### config.mk
export PLATFORM = sky130hd
export DESIGN_NAME = expression_tokenizer_unit
export DESIGN_NICKNAME = d
export VERILOG_FILES = /design/src/sv/etok_pkg.sv /design/src/sv/etok_lexer.sv /design/src/sv/etok_result_fifo.sv /design/src/sv/expression_tokenizer_unit.sv
export SDC_FILE = /design/constraint.sdc
export NUM_CORES = 1
export LEC_CHECK = 0
export ABC_AREA = 1
export BUFFER_PORTS_ARGS = -buffer_cell sky130_fd_sc_hd__buf_4
export CELL_PAD_IN_SITES_DETAIL_PLACEMENT = 1
export CELL_PAD_IN_SITES_GLOBAL_PLACEMENT = 1
export CORE_MARGIN = 3
export CORE_UTILIZATION = 53
export CTS_BUF_LIST = sky130_fd_sc_hd__clkbuf_4
export DETAILED_ROUTE_END_ITERATION = 16
export PLACE_DENSITY = 0.95
export SLEW_MARGIN = 0
export SYNTH_ARGS = -nofsm -noshare
export SYNTH_HDL_FRONTEND = slang
export SYNTH_HIERARCHICAL = 1
export SYNTH_SLANG_ARGS = --single-unit
### constraint.sdc
create_clock -name clk_i -period 16.25 [get_ports clk_i]
set_clock_uncertainty 0.05 [all_clocks]
set_input_delay 3.25 -clock clk_i [delete_from_list [all_inputs] [get_ports clk_i]]
set_output_delay 3.25 -clock clk_i [all_outputs]
set_load 0.03 [all_outputs]
### src/sv/etok_pkg.sv
// Shared types and character constants for the expression tokenizer.
`default_nettype none
package etok_pkg;

  localparam int unsigned OUT_W = 16;

  localparam logic [7:0] CH_SPACE = 8'h20;
  localparam logic [7:0] CH_PCT   = 8'h25;
  localparam logic [7:0] CH_LPAR  = 8'h28;
  localparam logic [7:0] CH_RPAR  = 8'h29;
  localparam logic [7:0] CH_STAR  = 8'h2A;
  localparam logic [7:0] CH_PLUS  = 8'h2B;
  localparam logic [7:0] CH_MINUS = 8'h2D;
  localparam logic [7:0] CH_DOT   = 8'h2E;
  localparam logic [7:0] CH_SLASH = 8'h2F;
  localparam logic [7:0] CH_ZERO  = 8'h30;
  localparam logic [7:0] CH_NINE  = 8'h39;
  localparam logic [7:0] CH_UP_A  = 8'h41;
  localparam logic [7:0] CH_UP_E  = 8'h45;
  localparam logic [7:0] CH_UP_Z  = 8'h5A;
  localparam logic [7:0] CH_LBRK  = 8'h5B;
  localparam logic [7:0] CH_RBRK  = 8'h5D;
  localparam logic [7:0] CH_CARET = 8'h5E;
  localparam logic [7:0] CH_UNDER = 8'h5F;
  localparam logic [7:0] CH_LO_A  = 8'h61;
  localparam logic [7:0] CH_LO_E  = 8'h65;
  localparam logic [7:0] CH_LO_Z  = 8'h7A;
  localparam logic [7:0] CH_LBRC  = 8'h7B;
  localparam logic [7:0] CH_RBRC  = 8'h7D;

  typedef enum logic [4:0] {
    K_NUM     = 5'd0,
    K_IDENT   = 5'd1,
    K_EXP     = 5'd2,
    K_PLUS    = 5'd3,
    K_MINUS   = 5'd4,
    K_MUL     = 5'd5,
    K_DIV     = 5'd6,
    K_MOD     = 5'd7,
    K_POW     = 5'd8,
    K_LPAR    = 5'd9,
    K_RPAR    = 5'd10,
    K_LBRK    = 5'd11,
    K_RBRK    = 5'd12,
    K_LBRC    = 5'd13,
    K_RBRC    = 5'd14,
    K_INVALID = 5'd15,
    K_END     = 5'd16
  } kind_e;

  typedef struct packed {
    kind_e            kind;
    logic [OUT_W-1:0] start;
    logic [OUT_W-1:0] length;
    logic             last;
  } etok_result_t;

  typedef struct packed {
    logic [1:0]   count;
    etok_result_t first;
    etok_result_t second;
  } etok_push_t;

endpackage
`default_nettype wire

### src/sv/etok_lexer.sv
// Input stage, lexer state machine and token result generation.
`default_nettype none
module etok_lexer
  import etok_pkg::*;
#(
  parameter int unsigned POS_BITS = 16
) (
  input  wire logic       clk_i,
  input  wire logic       rst_ni,
  input  wire logic       in_valid_i,
  output logic            in_ready_o,
  input  wire logic       in_op_i,
  input  wire logic [7:0] in_char_i,
  input  wire logic       room_i,
  output etok_push_t      push_o
);

  typedef enum logic [16:0] {
    S_START = 17'h00001,
    S_NUM   = 17'h00002,
    S_DEC   = 17'h00004,
    S_IDENT = 17'h00008,
    S_PLUS  = 17'h00010,
    S_MINUS = 17'h00020,
    S_MUL   = 17'h00040,
    S_DIV   = 17'h00080,
    S_MOD   = 17'h00100,
    S_POW   = 17'h00200,
    S_EXP   = 17'h00400,
    S_LPAR  = 17'h00800,
    S_RPAR  = 17'h01000,
    S_LBRK  = 17'h02000,
    S_RBRK  = 17'h04000,
    S_LBRC  = 17'h08000,
    S_RBRC  = 17'h10000
  } lex_e;

  localparam logic [POS_BITS-1:0] POS_ONE = {{(POS_BITS-1){1'b0}}, 1'b1};
  localparam logic [POS_BITS-1:0] POS_MAX = {POS_BITS{1'b1}};

  function automatic logic is_digit(input logic [7:0] c);
    return (c >= CH_ZERO) && (c <= CH_NINE);
  endfunction

  function automatic logic is_letter(input logic [7:0] c);
    return ((c >= CH_UP_A) && (c <= CH_UP_Z)) || ((c >= CH_LO_A) && (c <= CH_LO_Z)) ||
           (c == CH_UNDER);
  endfunction

  function automatic logic can_start(input logic [7:0] c);
    logic ok;
    ok = is_digit(c) || is_letter(c);
    case (c)
      CH_DOT, CH_PLUS, CH_MINUS, CH_STAR, CH_SLASH, CH_PCT, CH_CARET,
      CH_LPAR, CH_RPAR, CH_LBRK, CH_RBRK, CH_LBRC, CH_RBRC: ok = 1'b1;
      default: ;
    endcase
    return ok;
  endfunction

  function automatic lex_e start_state(input logic [7:0] c, input logic after_num);
    lex_e ns;
    ns = S_START;
    if (is_digit(c)) begin
      ns = S_NUM;
    end else if (is_letter(c)) begin
      ns = (after_num && ((c == CH_LO_E) || (c == CH_UP_E))) ? S_EXP : S_IDENT;
    end else begin
      case (c)
        CH_DOT:   ns = S_DEC;
        CH_PLUS:  ns = S_PLUS;
        CH_MINUS: ns = S_MINUS;
        CH_STAR:  ns = S_MUL;
        CH_SLASH: ns = S_DIV;
        CH_PCT:   ns = S_MOD;
        CH_CARET: ns = S_POW;
        CH_LPAR:  ns = S_LPAR;
        CH_RPAR:  ns = S_RPAR;
        CH_LBRK:  ns = S_LBRK;
        CH_RBRK:  ns = S_RBRK;
        CH_LBRC:  ns = S_LBRC;
        CH_RBRC:  ns = S_RBRC;
        default:  ns = S_START;
      endcase
    end
    return ns;
  endfunction

  function automatic kind_e kind_of(input lex_e s);
    kind_e k;
    unique case (s)
      S_IDENT: k = K_IDENT;
      S_EXP:   k = K_EXP;
      S_PLUS:  k = K_PLUS;
      S_MINUS: k = K_MINUS;
      S_MUL:   k = K_MUL;
      S_DIV:   k = K_DIV;
      S_MOD:   k = K_MOD;
      S_POW:   k = K_POW;
      S_LPAR:  k = K_LPAR;
      S_RPAR:  k = K_RPAR;
      S_LBRK:  k = K_LBRK;
      S_RBRK:  k = K_RBRK;
      S_LBRC:  k = K_LBRC;
      S_RBRC:  k = K_RBRC;
      default: k = K_NUM;
    endcase
    return k;
  endfunction

  logic                stg_valid_q;
  logic                stg_op_q;
  logic [7:0]          stg_char_q;
  lex_e                state_q, state_d;
  logic [POS_BITS-1:0] begin_q, begin_d;
  logic [POS_BITS-1:0] len_q, len_d;
  logic [POS_BITS-1:0] pos_q, pos_d;

  logic                proc;
  logic                extend, cut, after_num, invalid;
  lex_e                nxt;
  kind_e               cut_kind;
  logic [POS_BITS+OUT_W-1:0] begin_ext, len_ext, pos_ext;
  logic [OUT_W-1:0]    len_sat;
  etok_result_t        tok_res, inv_res, end_res;
  etok_push_t          push;

  assign proc       = stg_valid_q && room_i;
  assign in_ready_o = !stg_valid_q || proc;

  always_ff @(posedge clk_i or negedge rst_ni) begin
    if (!rst_ni) begin
      stg_valid_q <= 1'b0;
    end else if (in_ready_o) begin
      stg_valid_q <= in_valid_i;
    end
  end

  always_ff @(posedge clk_i) begin
    if (in_ready_o && in_valid_i) begin
      stg_op_q   <= in_op_i;
      stg_char_q <= in_char_i;
    end
  end

  assign begin_ext = {{OUT_W{1'b0}}, begin_q};
  assign len_ext   = {{OUT_W{1'b0}}, len_q};
  assign pos_ext   = {{OUT_W{1'b0}}, pos_q};
  assign len_sat   = (|len_ext[POS_BITS+OUT_W-1:OUT_W]) ? {OUT_W{1'b1}} : len_ext[OUT_W-1:0];

  always_comb begin
    extend    = 1'b0;
    cut       = 1'b0;
    after_num = 1'b0;
    nxt       = state_q;
    cut_kind  = kind_of(state_q);
    unique case (state_q)
      S_START: ;
      S_NUM: begin
        if (is_digit(stg_char_q)) begin
          extend = 1'b1;
        end else if (stg_char_q == CH_DOT) begin
          extend = 1'b1;
          nxt    = S_DEC;
        end else begin
          cut       = 1'b1;
          cut_kind  = K_NUM;
          after_num = 1'b1;
        end
      end
      S_DEC: begin
        if (is_digit(stg_char_q)) begin
          extend = 1'b1;
        end else begin
          cut       = 1'b1;
          cut_kind  = K_NUM;
          after_num = 1'b1;
        end
      end
      S_IDENT: begin
        if (is_digit(stg_char_q) || is_letter(stg_char_q)) begin
          extend = 1'b1;
        end else begin
          cut      = 1'b1;
          cut_kind = K_IDENT;
        end
      end
      S_MUL: begin
        if (stg_char_q == CH_STAR) begin
          extend = 1'b1;
          nxt    = S_POW;
        end else begin
          cut      = 1'b1;
          cut_kind = K_MUL;
        end
      end
      S_EXP: begin
        if (is_letter(stg_char_q)) begin
          extend = 1'b1;
          nxt    = S_IDENT;
        end else begin
          cut = 1'b1;
          case (stg_char_q)
            CH_SPACE, CH_SLASH, CH_PCT, CH_STAR, CH_CARET,
            CH_RPAR, CH_RBRK, CH_RBRC: cut_kind = K_IDENT;
            default:                   cut_kind = K_EXP;
          endcase
        end
      end
      default: begin
        cut = 1'b1;
      end
    endcase
  end

  assign invalid = (stg_char_q != CH_SPACE) && !can_start(stg_char_q);

  always_comb begin
    tok_res.kind   = cut_kind;
    tok_res.start  = begin_ext[OUT_W-1:0];
    tok_res.length = len_sat;
    tok_res.last   = 1'b0;
    inv_res.kind   = K_INVALID;
    inv_res.start  = pos_ext[OUT_W-1:0];
    inv_res.length = {{(OUT_W-1){1'b0}}, 1'b1};
    inv_res.last   = 1'b1;
    end_res.kind   = K_END;
    end_res.start  = '0;
    end_res.length = '0;
    end_res.last   = 1'b1;

    push.count  = 2'd0;
    push.first  = end_res;
    push.second = end_res;
    if (stg_op_q) begin
      if (state_q != S_START) begin
        tok_res.kind = (state_q == S_EXP) ? K_IDENT : kind_of(state_q);
        push.first   = tok_res;
        push.count   = 2'd2;
      end else begin
        push.count = 2'd1;
      end
    end else if (!extend) begin
      if (cut && invalid) begin
        push.first  = tok_res;
        push.second = inv_res;
        push.count  = 2'd2;
      end else if (cut) begin
        tok_res.last = 1'b1;
        push.first   = tok_res;
        push.count   = 2'd1;
      end else if (invalid) begin
        push.first = inv_res;
        push.count = 2'd1;
      end
    end
    if (!proc) begin
      push.count = 2'd0;
    end
  end

  assign push_o = push;

  always_comb begin
    state_d = state_q;
    begin_d = begin_q;
    len_d   = len_q;
    pos_d   = pos_q;
    if (proc) begin
      if (stg_op_q) begin
        state_d = S_START;
        len_d   = '0;
      end else begin
        pos_d = pos_q + POS_ONE;
        if (extend) begin
          state_d = nxt;
          if (len_q != POS_MAX) begin
            len_d = len_q + POS_ONE;
          end
        end else if ((stg_char_q == CH_SPACE) || invalid) begin
          state_d = S_START;
          len_d   = '0;
        end else begin
          state_d = start_state(stg_char_q, after_num);
          begin_d = pos_q;
          len_d   = POS_ONE;
        end
      end
    end
  end

  always_ff @(posedge clk_i or negedge rst_ni) begin
    if (!rst_ni) begin
      state_q <= S_START;
      begin_q <= '0;
      len_q   <= '0;
      pos_q   <= '0;
    end else begin
      state_q <= state_d;
      begin_q <= begin_d;
      len_q   <= len_d;
      pos_q   <= pos_d;
    end
  end

endmodule
`default_nettype wire

### src/sv/etok_result_fifo.sv
// Four-entry result queue: takes up to two results per cycle, hands out one per cycle while the reader is ready.
`default_nettype none
module etok_result_fifo
  import etok_pkg::*;
(
  input  wire logic         clk_i,
  input  wire logic         rst_ni,
  input  wire etok_push_t   push_i,
  output logic              room_o,
  output logic              out_valid_o,
  input  wire logic         out_ready_i,
  output etok_result_t      out_res_o
);

  etok_result_t mem_q [4];
  logic [1:0]   wr_ptr_q, wr_ptr_d;
  logic [1:0]   rd_ptr_q, rd_ptr_d;
  logic [2:0]   cnt_q, cnt_d;
  logic         pop;

  assign out_valid_o = (cnt_q != 3'd0);
  assign out_res_o   = mem_q[rd_ptr_q];
  assign room_o      = (cnt_q <= 3'd2);
  assign pop         = out_valid_o && out_ready_i;

  always_comb begin
    wr_ptr_d = wr_ptr_q + push_i.count;
    rd_ptr_d = rd_ptr_q + {1'b0, pop};
    cnt_d    = cnt_q + {1'b0, push_i.count} - {2'b00, pop};
  end

  always_ff @(posedge clk_i) begin
    if (push_i.count != 2'd0) begin
      mem_q[wr_ptr_q] <= push_i.first;
    end
    if (push_i.count == 2'd2) begin
      mem_q[wr_ptr_q + 2'd1] <= push_i.second;
    end
  end

  always_ff @(posedge clk_i or negedge rst_ni) begin
    if (!rst_ni) begin
      wr_ptr_q <= '0;
      rd_ptr_q <= '0;
      cnt_q    <= '0;
    end else begin
      wr_ptr_q <= wr_ptr_d;
      rd_ptr_q <= rd_ptr_d;
      cnt_q    <= cnt_d;
    end
  end

endmodule
`default_nettype wire

### src/sv/expression_tokenizer_unit.sv
// Top level of the expression tokenizer: character stream in, token stream out.
//
// Usage:
//   Slave side carries one request per character (tuser = 0, tdata = byte) or an
//   end-of-input request (tuser = 1) that flushes the pending token and adds an
//   end token. Master side carries tokens: tuser = kind, tdata = start position
//   (low half) and lexeme length (high half), tlast on the final token that one
//   request produced. Requests that only grow a token produce nothing.
//   A request is first held in the input stage register, then lexed into the
//   result queue, from which its first token shows on the master side.
//   Throughput: one request per cycle while the queue has room; a two-token
//   request needs an extra output transfer, which backs up into tready through
//   a four-entry queue (a request is lexed only while two entries are free).
//   Reset clears the lexer to its start state, position and length to zero and
//   empties the queue. When the receiver stalls, tokens wait in the queue and
//   the input stage holds one request; then tready drops.
`default_nettype none
module expression_tokenizer_unit
  import etok_pkg::*;
#(
  parameter int unsigned POS_BITS = 16
) (
  input  wire logic        clk_i,
  input  wire logic        rst_ni,
  input  wire logic        s_axis_tvalid,
  output logic             s_axis_tready,
  input  wire logic [7:0]  s_axis_tdata,   // [7:0] char_code
  input  wire logic [0:0]  s_axis_tuser,   // [0] op
  output logic             m_axis_tvalid,
  input  wire logic        m_axis_tready,
  output logic [31:0]      m_axis_tdata,   // [15:0] lexeme_start, [31:16] lexeme_length
  output logic [4:0]       m_axis_tuser,   // [4:0] token_kind
  output logic             m_axis_tlast    // last_of_run
);

  etok_push_t   push;
  logic         room;
  etok_result_t res;

  etok_lexer #(
    .POS_BITS(POS_BITS)
  ) u_lexer (
    .clk_i      (clk_i),
    .rst_ni     (rst_ni),
    .in_valid_i (s_axis_tvalid),
    .in_ready_o (s_axis_tready),
    .in_op_i    (s_axis_tuser[0]),
    .in_char_i  (s_axis_tdata),
    .room_i     (room),
    .push_o     (push)
  );

  etok_result_fifo u_fifo (
    .clk_i       (clk_i),
    .rst_ni      (rst_ni),
    .push_i      (push),
    .room_o      (room),
    .out_valid_o (m_axis_tvalid),
    .out_ready_i (m_axis_tready),
    .out_res_o   (res)
  );

  assign m_axis_tdata = {res.length, res.start};
  assign m_axis_tuser = res.kind;
  assign m_axis_tlast = res.last;

endmodule
`default_nettype wire
# [After elaboration in Yosys (flattened, before gate mapping)]
# Memory sizes are Yosys's and may differ from the RTL's.
# Index checks and enable logic that the tools add are counted.
[totals] register_bits=82 ramBits=152 in_bits=13 out_inout_bits=40 word_cells=154 mem_count=1
[memory_table] name="u_fifo.mem_q" words=4 width=38 read_ports=1 rd_clocked_by_memory_dff=0 write_ports=2 line="etok_result_fifo.sv:15" rtl="etok_result_t mem_q [4];"
[classes] n_addsub=7 order_cmp=7 eq_ne=44 mux=57 bitwise_logic=3 reduce_logical=25
[ops] cell="17-bit one-hot mux with 13 select lines" count=1
[ops] cell="17-bit two-way mux" count=9
[ops] cell="38-bit two-way mux" count=3
[ops] cell="40-bit two-way mux" count=2
[ops] cell="39-bit two-way mux" count=2
[ops] cell="78-bit two-way mux" count=1
[ops] cell="8-bit by 6-bit equality test with 1-bit output, second input constant" count=9
[ops] cell="8-bit by 7-bit equality test with 1-bit output, second input constant" count=8
[ops] cell="4-bit one-hot mux with 14 select lines" count=1
[ops] cell="4-bit one-hot mux with 13 select lines" count=1
[ops] cell="17-bit one-hot mux with 3 select lines" count=1
[ops] cell="16-bit two-way mux" count=3
[ops] cell="16-bit by 1-bit adder with 16-bit output, second input constant" count=2
[ops] cell="5-bit one-hot mux with 5 select lines" count=1
[ops] cell="4-bit two-way mux" count=5
[ops] cell="1-bit two-way mux" count=18
[ops] cell="17-bit by 1-bit equality test with 1-bit output, second input constant" count=1
[ops] cell="17-bit by 10-bit equality test with 1-bit output, second input constant" count=1
[ops] cell="17-bit by 11-bit equality test with 1-bit output, second input constant" count=1
[ops] cell="17-bit by 12-bit equality test with 1-bit output, second input constant" count=1
[ops] cell="17-bit by 13-bit equality test with 1-bit output, second input constant" count=1
[ops] cell="17-bit by 14-bit equality test with 1-bit output, second input constant" count=1
[ops] cell="17-bit by 15-bit equality test with 1-bit output, second input constant" count=1
[ops] cell="17-bit by 16-bit equality test with 1-bit output, second input constant" count=1
[ops] cell="43 further kinds" count=68

# [Logic depth before layout (Yosys ltp)]
# Gate-level depths: netlist (run 1).
[logic_depth] word_depth=17 depth_mapped=24 depth_no_buf=23

# [Hierarchy]
# Netlist (run 1), hierarchy kept.
[by_module_without_submodules] mod="etok_result_fifo" n_inst=1 cells_each=840 area_each_um2=7871.3 seq_area_each_um2=4739.5
[by_module_without_submodules] mod="etok_lexer" n_inst=1 cells_each=790 area_each_um2=5546.6 seq_area_each_um2=1923.1

# [Least setup slack after synthesis (run 1)]
# Ideal clock, no wire load.
[synth_timing] path_type="reg-to-reg" start="register u_lexer.state_q[8]" end="memory u_fifo/mem_q[0][0] in the netlist's numbering, enable pin" setup_time_ns=0.491 t_arrival_ns=5.376 required_time_ns=15.709 slack_ns=10.333 stages_incl_launch_ff=17 path_buffers=1 period_less_slack_ns=5.917 cell_sequence="dfrtp_1 -> nor2_2 -> nand2_2 -> nor2_8 -> buf_4 -> nand3_1 -> inv_1 -> o21ai_1 -> nand2_1 -> nor2_2 -> nand2_2 -> nand2_4 -> ha_1 -> nand2_1 -> a211oi_1 -> nor2_1 -> o31ai_1"
[synth_rtl] item="from (decl)" line="etok_lexer.sv:114" rtl="lex_e state_q, state_d;"
[synth_rtl] item="from (signal assigned)" line="etok_lexer.sv:299" rtl="state_q <= state_d;"
[synth_rtl] item="to (decl)" line="etok_result_fifo.sv:15"

# [Final worst setup path (run 1)]
[layout_timing] start="register u_fifo.rd_ptr_q[1]" end="output port m_axis_tuser[0]"
[layout_between] elab_chain_len=1
[layout_lines] item="from (decl)" line="etok_result_fifo.sv:17" rtl="logic [1:0] rd_ptr_q, rd_ptr_d;"
[layout_lines] item="from (signal assigned)" line="etok_result_fifo.sv:48" rtl="rd_ptr_q <= rd_ptr_d;"
[layout_lines] item="memory 4 x 38 bit"
[layout_lines] item="to (decl)" line="expression_tokenizer_unit.sv:32" rtl="output logic [4:0] m_axis_tuser,"
# Every way passes these cells.

==> flow_metrics.tcl, run 1 <==
set metrics [dict create \
    critPathCaptureType "output port" \
    relSlewSlack_pct 29.6 \
    grt_max_degree 80 \
    cp.arrival_ns 2.95 \
    synth_cell_types 56 \
    hold-worst-slack_ns 0.433 \
    grt_pass1_wl_mm 69.2 \
    ir_worst_vdd_mv 0.137 \
    drv_cap 0 \
    tightest_slew_ns 1.06 \
    r2r_slack_ns 10.82 \
    synthCells 1630 \
    synthTopCellsByCount "335 x nand2_1, 219 x o21ai_0, 214 x nor2_1, 161 x edfxtp_1, 146 x inv_1" \
    drt_wl_total_mm 44.3 \
    fin_crit_sh_pct 38.5 \
    drtIter0Drc 1153 \
    fin_tns_setup_ns 0 \
    core_um2 24600 \
    muxShareOfSynthArea_pct 0 \
    status "finished, final reports clean" \
    crit_chain "inv_2, buf_4, o21ai_0, o21ai_0, buf_4" \
    p_clk_share_pct 18.5 \
    clock_sinks 234 \
    hold_class "flip-flop to flip-flop" \
    ff2ff_path_depth 21 \
    stdcell_count 2047 \
    viasPerCell 6.02 \
    yosysMostFrequentCell "nand2_1" \
    yosysTopAreaCell "edfxtp_1" \
    slowest_delay_ns 0.60 \
    fin_area_um2 14500 \
    synth_top_family_by_area "simple AND/OR/NAND/NOR gates" \
    num-fill-cells 3035 \
    pwr-share-seq_pct 33.5 \
    r2r-end "u_fifo/mem_q[3][16]" \
    final_util_pct 59.0 \
    power.switching_mw 1.36 \
    yosys_most_used_dff "edfxtp_1" \
    path_max_fanout 76 \
    synthTopCellsByArea "edfxtp_1 36%, dfrtp_1 13%, nand2_1 9.4%" \
    path_buf_inv 3 \
    synth-async-reset-ratio_pct 31.2 \
    drcViolationCount 0 \
    io_buffer_count 52 \
    finalMaxSlewViolations 0 \
    fp.dieH_um 165 \
    whs_path_depth 1 \
    die_x_um 165 \
    gp_congestion 0.922 \
    cts_buffers 61 \
    dp_hpwl_mm 26.0 \
    r2r_start "u_lexer/state_q[2]" \
    synth_xor_area_share_pct 1.83 \
    post_synth_fa_ha_maj_area_fraction_pct 0.802 \
    post-cts-setup-buffer-count 0 \
    ctsResizeCount 0 \
    htreeDepth 2 \
    synth_edf_count 161 \
    dr.pass1.iters 5 \
    final.min_clock_period_ns 6.25 \
    drive_gt1_share_pct 13.7 \
    cts_hold_buf 0 \
    num_io_pins 53 \
    p_sw_share_pct 47.9 \
    yosysTopAreaCellShare_pct 36.0 \
    crit_family "buffers and inverters" \
    insertion_delay_ns 0.72 \
    path_clk_slew_ns 0.08 \
    hold_path_startpoint "u_lexer/pos_q[14]" \
    nNetsFinal 1692 \
    vias 12300 \
    grtUsageTotal_pct 32.4 \
    p_leak_nw 5.83 \
    die_area_um2 27300 \
    hold-path-endpoint "u_lexer/pos_q[14]" \
    synth-seq-cells 234 \
    synthesis.area_um2 13400 \
    wl_per_cell_um 21.6 \
    dp.cells 1932 \
    cts-root-buf "clkbuf_4" \
    crit_slowest_cell "buf_4" \
    start_util_pct 54.5 \
    grt_pass1_vias 12900 \
    crit_cells 5 \
    ys_seq_area_share_pct 49.7 \
    clock_path_buffers 3 \
    internal-power_mw 1.48 \
    antenna_found_initial 1 \
    placed_area_um2 13700 \
    overflow 0 \
    ant_nets 0 \
    ys_warn_count 6 \
    p_per_area_nw_per_um2 196 \
    syn_area_per_cell_um2 8.23 \
    hold_viol 0 \
    cp.required_ns 12.95 \
    rsz0062_at_grt "no" \
    startpoint_type "flip-flop" \
    syn2layout_area_growth_pct 8.27 \
    num_rows 57 \
    synth-simple-area-share_pct 22.5 \
    synth-compound-area-share_pct 15.7 \
    combPwrFrac_pct 48.0 \
    fmax_mhz 160 \
    setup_viol 0 \
    crit_type "flip-flop to output port" \
    tritoncts "yes" \
]
[metal layers]
layer	share of wire, %	vias to the layer above	global-route usage, %
met5	0	-	0
met1	38	6002	38.6
met2	50	651	56.9
li1	-	5507	-
met3	7.9	171	6.19
met4	4.0	0	14.6
[power by group through the flow]
stage | logic [mW] | registers, mW | clock network, mW
floorplan | 0.904 | 0.937 | 0
global placement | 1.21 | 0.941 | 0
detailed placement | 1.29 | 0.955 | 0
CTS | 1.34 | 0.952 | 0.533
global route | 1.46 | 0.964 | 0.566
finish | 1.36 | 0.954 | 0.526
[worst register-to-register path, cell delays in order, from the launching register on]
cell	delay (ns)
dfrtp_1	0.40
nor2_1	0.17
nand2_1	0.15
nor2_1	0.57
nand3_2	0.22
nor2_1	0.21
inv_1	0.09
nand2_1	0.08
nor2_2	0.06
nand2_2	0.07
nand2_4	0.08
ha_1	0.23
nand2_2	0.39
inv_1	0.25
nor2_1	0.43
nor2_1	0.17
inv_2	0.13
nor2_4	0.06
nand2_2	0.10
buf_4	0.71
o21ai_4	0.11
buf_4	0.35
[logic make-up after synthesis]
| group | count (synthesis) |
|---|---|
| XOR/XNOR | 28 |
| adder cells (fa/ha/maj) | 8 |
| other | 2 |
| flip-flops | 234 |
| AND/OR/NAND/NOR | 696 |
| buffers and inverters | 257 |
| AO/OA/AOI/OAI | 405 |
[per-stage QoR]
stage / power [mW] / setup WS (ns)
after CTS: 2.83 / 10.04
after global routing: 2.99 / 9.86
after floorplan: 1.84 / 10.33
after detailed placement: 2.25 / 10.92
after global placement: 2.15 / 11.10
final: 2.84 / 10.00
[state kept, by name (all words and copies together), names as in the netlist]
| name | flops |
|---|---|
| u_fifo/rd_ptr_q | 2 |
| u_lexer/stg_valid_q | 1 |
| u_lexer/begin_q | 16 |
| u_fifo/cnt_q | 3 |
| u_lexer/state_q | 17 |
| u_lexer/pos_q | 16 |
| u_fifo/mem_q | 152 |
| u_lexer/stg_op_q | 1 |
| u_fifo/wr_ptr_q | 2 |
| u_lexer/stg_char_q | 8 |
| u_lexer/len_q | 16 |
[how the worst max path moves through the flow]
stage | from | to | slack (ns)
final | u_fifo/rd_ptr_q[1] | m_axis_tuser[0] | 10.00
after global routing | u_fifo/rd_ptr_q[1] | m_axis_tuser[0] | 9.86
after CTS | u_fifo/rd_ptr_q[0] | m_axis_tuser[0] | 10.04
after detailed placement | u_lexer/state_q[2] | u_fifo/mem_q[0][22] | 10.92
after global placement | u_fifo/rd_ptr_q[1] | m_axis_tdata[12] | 11.10
after floorplan | u_lexer/state_q[8] | u_fifo/mem_q[0][0] | 10.33
[layout make-up]
cell class / count / area [um2] / share of cell area (%)
Multi-Input combinational cell: 1153 / 5600 / 38.5
Clock buffer: 89 / 668 / 4.60
Tap cell: 324 / 405 / 2.79
Sequential cell: 234 / 6660 / 45.9
Antenna cell: 1 / 2.50 / 0.0172
Inverter: 157 / 601 / 4.13
Clock inverter: 25 / 111 / 0.767
Timing Repair Buffer: 64 / 480 / 3.31
[placed cells by master, fill, tap and decap left out, types with 38 or more instances in the layout]
cell,Yosys,layout
edfxtp_1,161,161
o21ai_1,121,121
clkbuf_4,0,89
nand2_1,335,335
buf_4,28,64
a21oi_1,38,38
nand3_1,55,55
dfrtp_1,72,71
nor2_1,214,214
inv_1,146,145
o21ai_0,219,218
Note: power is estimated with default switching activity, not from simulation.
==> run 2: changes to the inputs <==
--- a/config.mk
+++ b/config.mk
@@ -10,10 +10,10 @@
 export CELL_PAD_IN_SITES_DETAIL_PLACEMENT = 1
 export CELL_PAD_IN_SITES_GLOBAL_PLACEMENT = 1
 export CORE_MARGIN = 3
-export CORE_UTILIZATION = 53
+export CORE_UTILIZATION = 44
 export CTS_BUF_LIST = sky130_fd_sc_hd__clkbuf_4
 export DETAILED_ROUTE_END_ITERATION = 16
-export PLACE_DENSITY = 0.95
+export PLACE_DENSITY = 0.86
 export SLEW_MARGIN = 0
 export SYNTH_ARGS = -nofsm -noshare
 export SYNTH_HDL_FRONTEND = slang
==> constraint.sdc (replaced) <==
create_clock -name clk_i -period 5 [get_ports clk_i]
set_clock_uncertainty 0.05 [all_clocks]
set_input_delay 1 -clock clk_i [delete_from_list [all_inputs] [get_ports clk_i]]
set_output_delay 1 -clock clk_i [all_outputs]
set_load 0.03 [all_outputs]
==> run 2 against run 1 <==
Clock power grew to 3.0 times the previous value. Worst hold slack lost 0.046 ns. Combinational power grew to 3.1 times the previous value. Highest routed layer unchanged. Largest power group unchanged. Critical path type is now flip-flop to flip-flop. Wire length shrank 14%.
==> flow_metrics.tcl, run 2 (synthesis results as in run 1) <==
set metrics [dict create \
    drtIter0Drc 777 \
    grt_max_degree 80 \
    rsz0062_at_grt "no" \
    startpoint_type "flip-flop" \
    path_max_fanout 76 \
    final_cell_mix "335 x nand2_1, 218 x o21ai_0, 214 x nor2_1" \
    cts_hold_buf 0 \
    cts-root-buf "clkbuf_4" \
    dr.pass1.iters 5 \
    max_flop_register "u_fifo/mem_q" \
    p_total_mw 8.89 \
    drv_cap 0 \
    critPathCaptureType "flip-flop" \
    final.min_clock_period_ns 4.50 \
    vias 11500 \
    tightest_slew_ns 1.07 \
    viasPerCell 5.44 \
    final_util_pct 49.0 \
    worst_slack_ns 0.504 \
    ant_nets 0 \
    die_x_um 181 \
    hold_class "input pin to asynchronous set/reset pin" \
    gp_congestion 0.934 \
    largest_reg_flops 152 \
    drt_wl_total_mm 37.9 \
    fin_crit_sh_pct 89.9 \
    p_per_area_nw_per_um2 607 \
    htreeDepth 2 \
    ctsResizeCount 0 \
    biggestRegsByFlops "u_fifo/mem_q x152, u_lexer/state_q x17" \
    num_io_pins 53 \
    cp.required_ns 5.33 \
    p_leak_nw 5.85 \
    clock_sinks 234 \
    num_rows 63 \
    post-cts-setup-buffer-count 0 \
    finalMaxSlewViolations 0 \
    grtUsageTotal_pct 23.0 \
    wl_per_cell_um 17.9 \
    grt_pass1_wl_mm 62.0 \
    relSlewSlack_pct 28.6 \
    start_util_pct 44.9 \
    r2r_start "u_lexer/stg_char_q[1]" \
    insertion_delay_ns 0.68 \
    drive_gt1_share_pct 13.6 \
    fmax_mhz 222 \
    antenna_found_initial 1 \
    cts_buffers 61 \
    final_common_cell "nand2_1" \
    nNetsFinal 1698 \
    dp_slack_ns 0.508 \
    path_clk_slew_ns 0.07 \
    fin_tns_setup_ns 0 \
    hold_viol 0 \
    setup_viol 0 \
    fp.dieH_um 181 \
    tritoncts "yes" \
    syn2layout_area_growth_pct 9.20 \
    critPathLaunch "u_lexer/stg_char_q[1]" \
    crit_type "flip-flop to flip-flop" \
    clock_path_buffers 3 \
    io_buffer_count 52 \
    die_area_um2 32600 \
    drcViolationCount 0 \
    cp.arrival_ns 4.83 \
    overflow 0 \
    core_um2 29900 \
    status "finished, final reports clean" \
    ir_worst_vdd_mv 0.320 \
    dp_hpwl_mm 26.2 \
    grt_pass1_vias 12000 \
]
## run 2: path summary, 6_finish.rpt
check	cells past startpoint	slack [ns]	endpoint
max	18	0.50	u_fifo/mem_q[1][32]
min	1	0.39	u_lexer/begin_q[5]
max reg2reg	18	0.50	u_fifo/mem_q[1][32]
min reg2reg	1	0.43	u_lexer/pos_q[14]
max in group asynchronous	1	3.77	u_fifo/rd_ptr_q[0]
min in group clk_i	1	0.43	u_lexer/pos_q[14]
## run 2: metal layers
metal  share of wire, %  track usage, %
met5                  0               0
met4                2.0            6.29
met3                4.5            3.15
met2                 50            39.9
met1                 44            30.4
## run 2: worst max-delay path: stages (launching register included)
cell      delay [ns]
edfxtp_1        0.52
inv_2           0.15
nand2_1         0.08
nor3_1          0.27
nand2_1         0.15
nand3_1         0.16
nor3_4          0.08
nand2_2         0.30
inv_1           0.13
ha_1            0.23
nand2_2         0.29
inv_1           0.20
nor2_1          0.31
nor2_1          0.13
inv_2           0.13
nor2_4          0.06
nand2_2         0.08
buf_4           0.60
o21ai_0         0.24
## run 2: final cells by class
| cell class | count | area, um2 |
|---|---|---|
| Inverter | 157 | 601 |
| Fill cell | 3673 | 15200 |
| Tap cell | 390 | 488 |
| Clock buffer | 84 | 631 |
| Sequential cell | 234 | 6660 |
| Timing Repair Buffer | 70 | 551 |
| Multi-Input combinational cell | 1153 | 5600 |
| Clock inverter | 28 | 121 |
| Antenna cell | 1 | 2.50 |
## run 2: where the power goes
part           switching (mW)  leakage [nW]  internal (mW)
sequential              0.212          2.51           2.84
clock                   0.800         0.448          0.784
combinational            3.07          2.89           1.18
total                    4.08          5.85           4.81
## run 2: through the flow
stage                     hold slack, ns  instance area [um2]  cells
after floorplan                    0.392                13500   1644
after global placement             0.406                13900   2004
after detailed placement           0.424                13900   2004
after CTS                          0.391                14700   2116
after global routing               0.393                14700   2117
final                              0.388                14700   2117
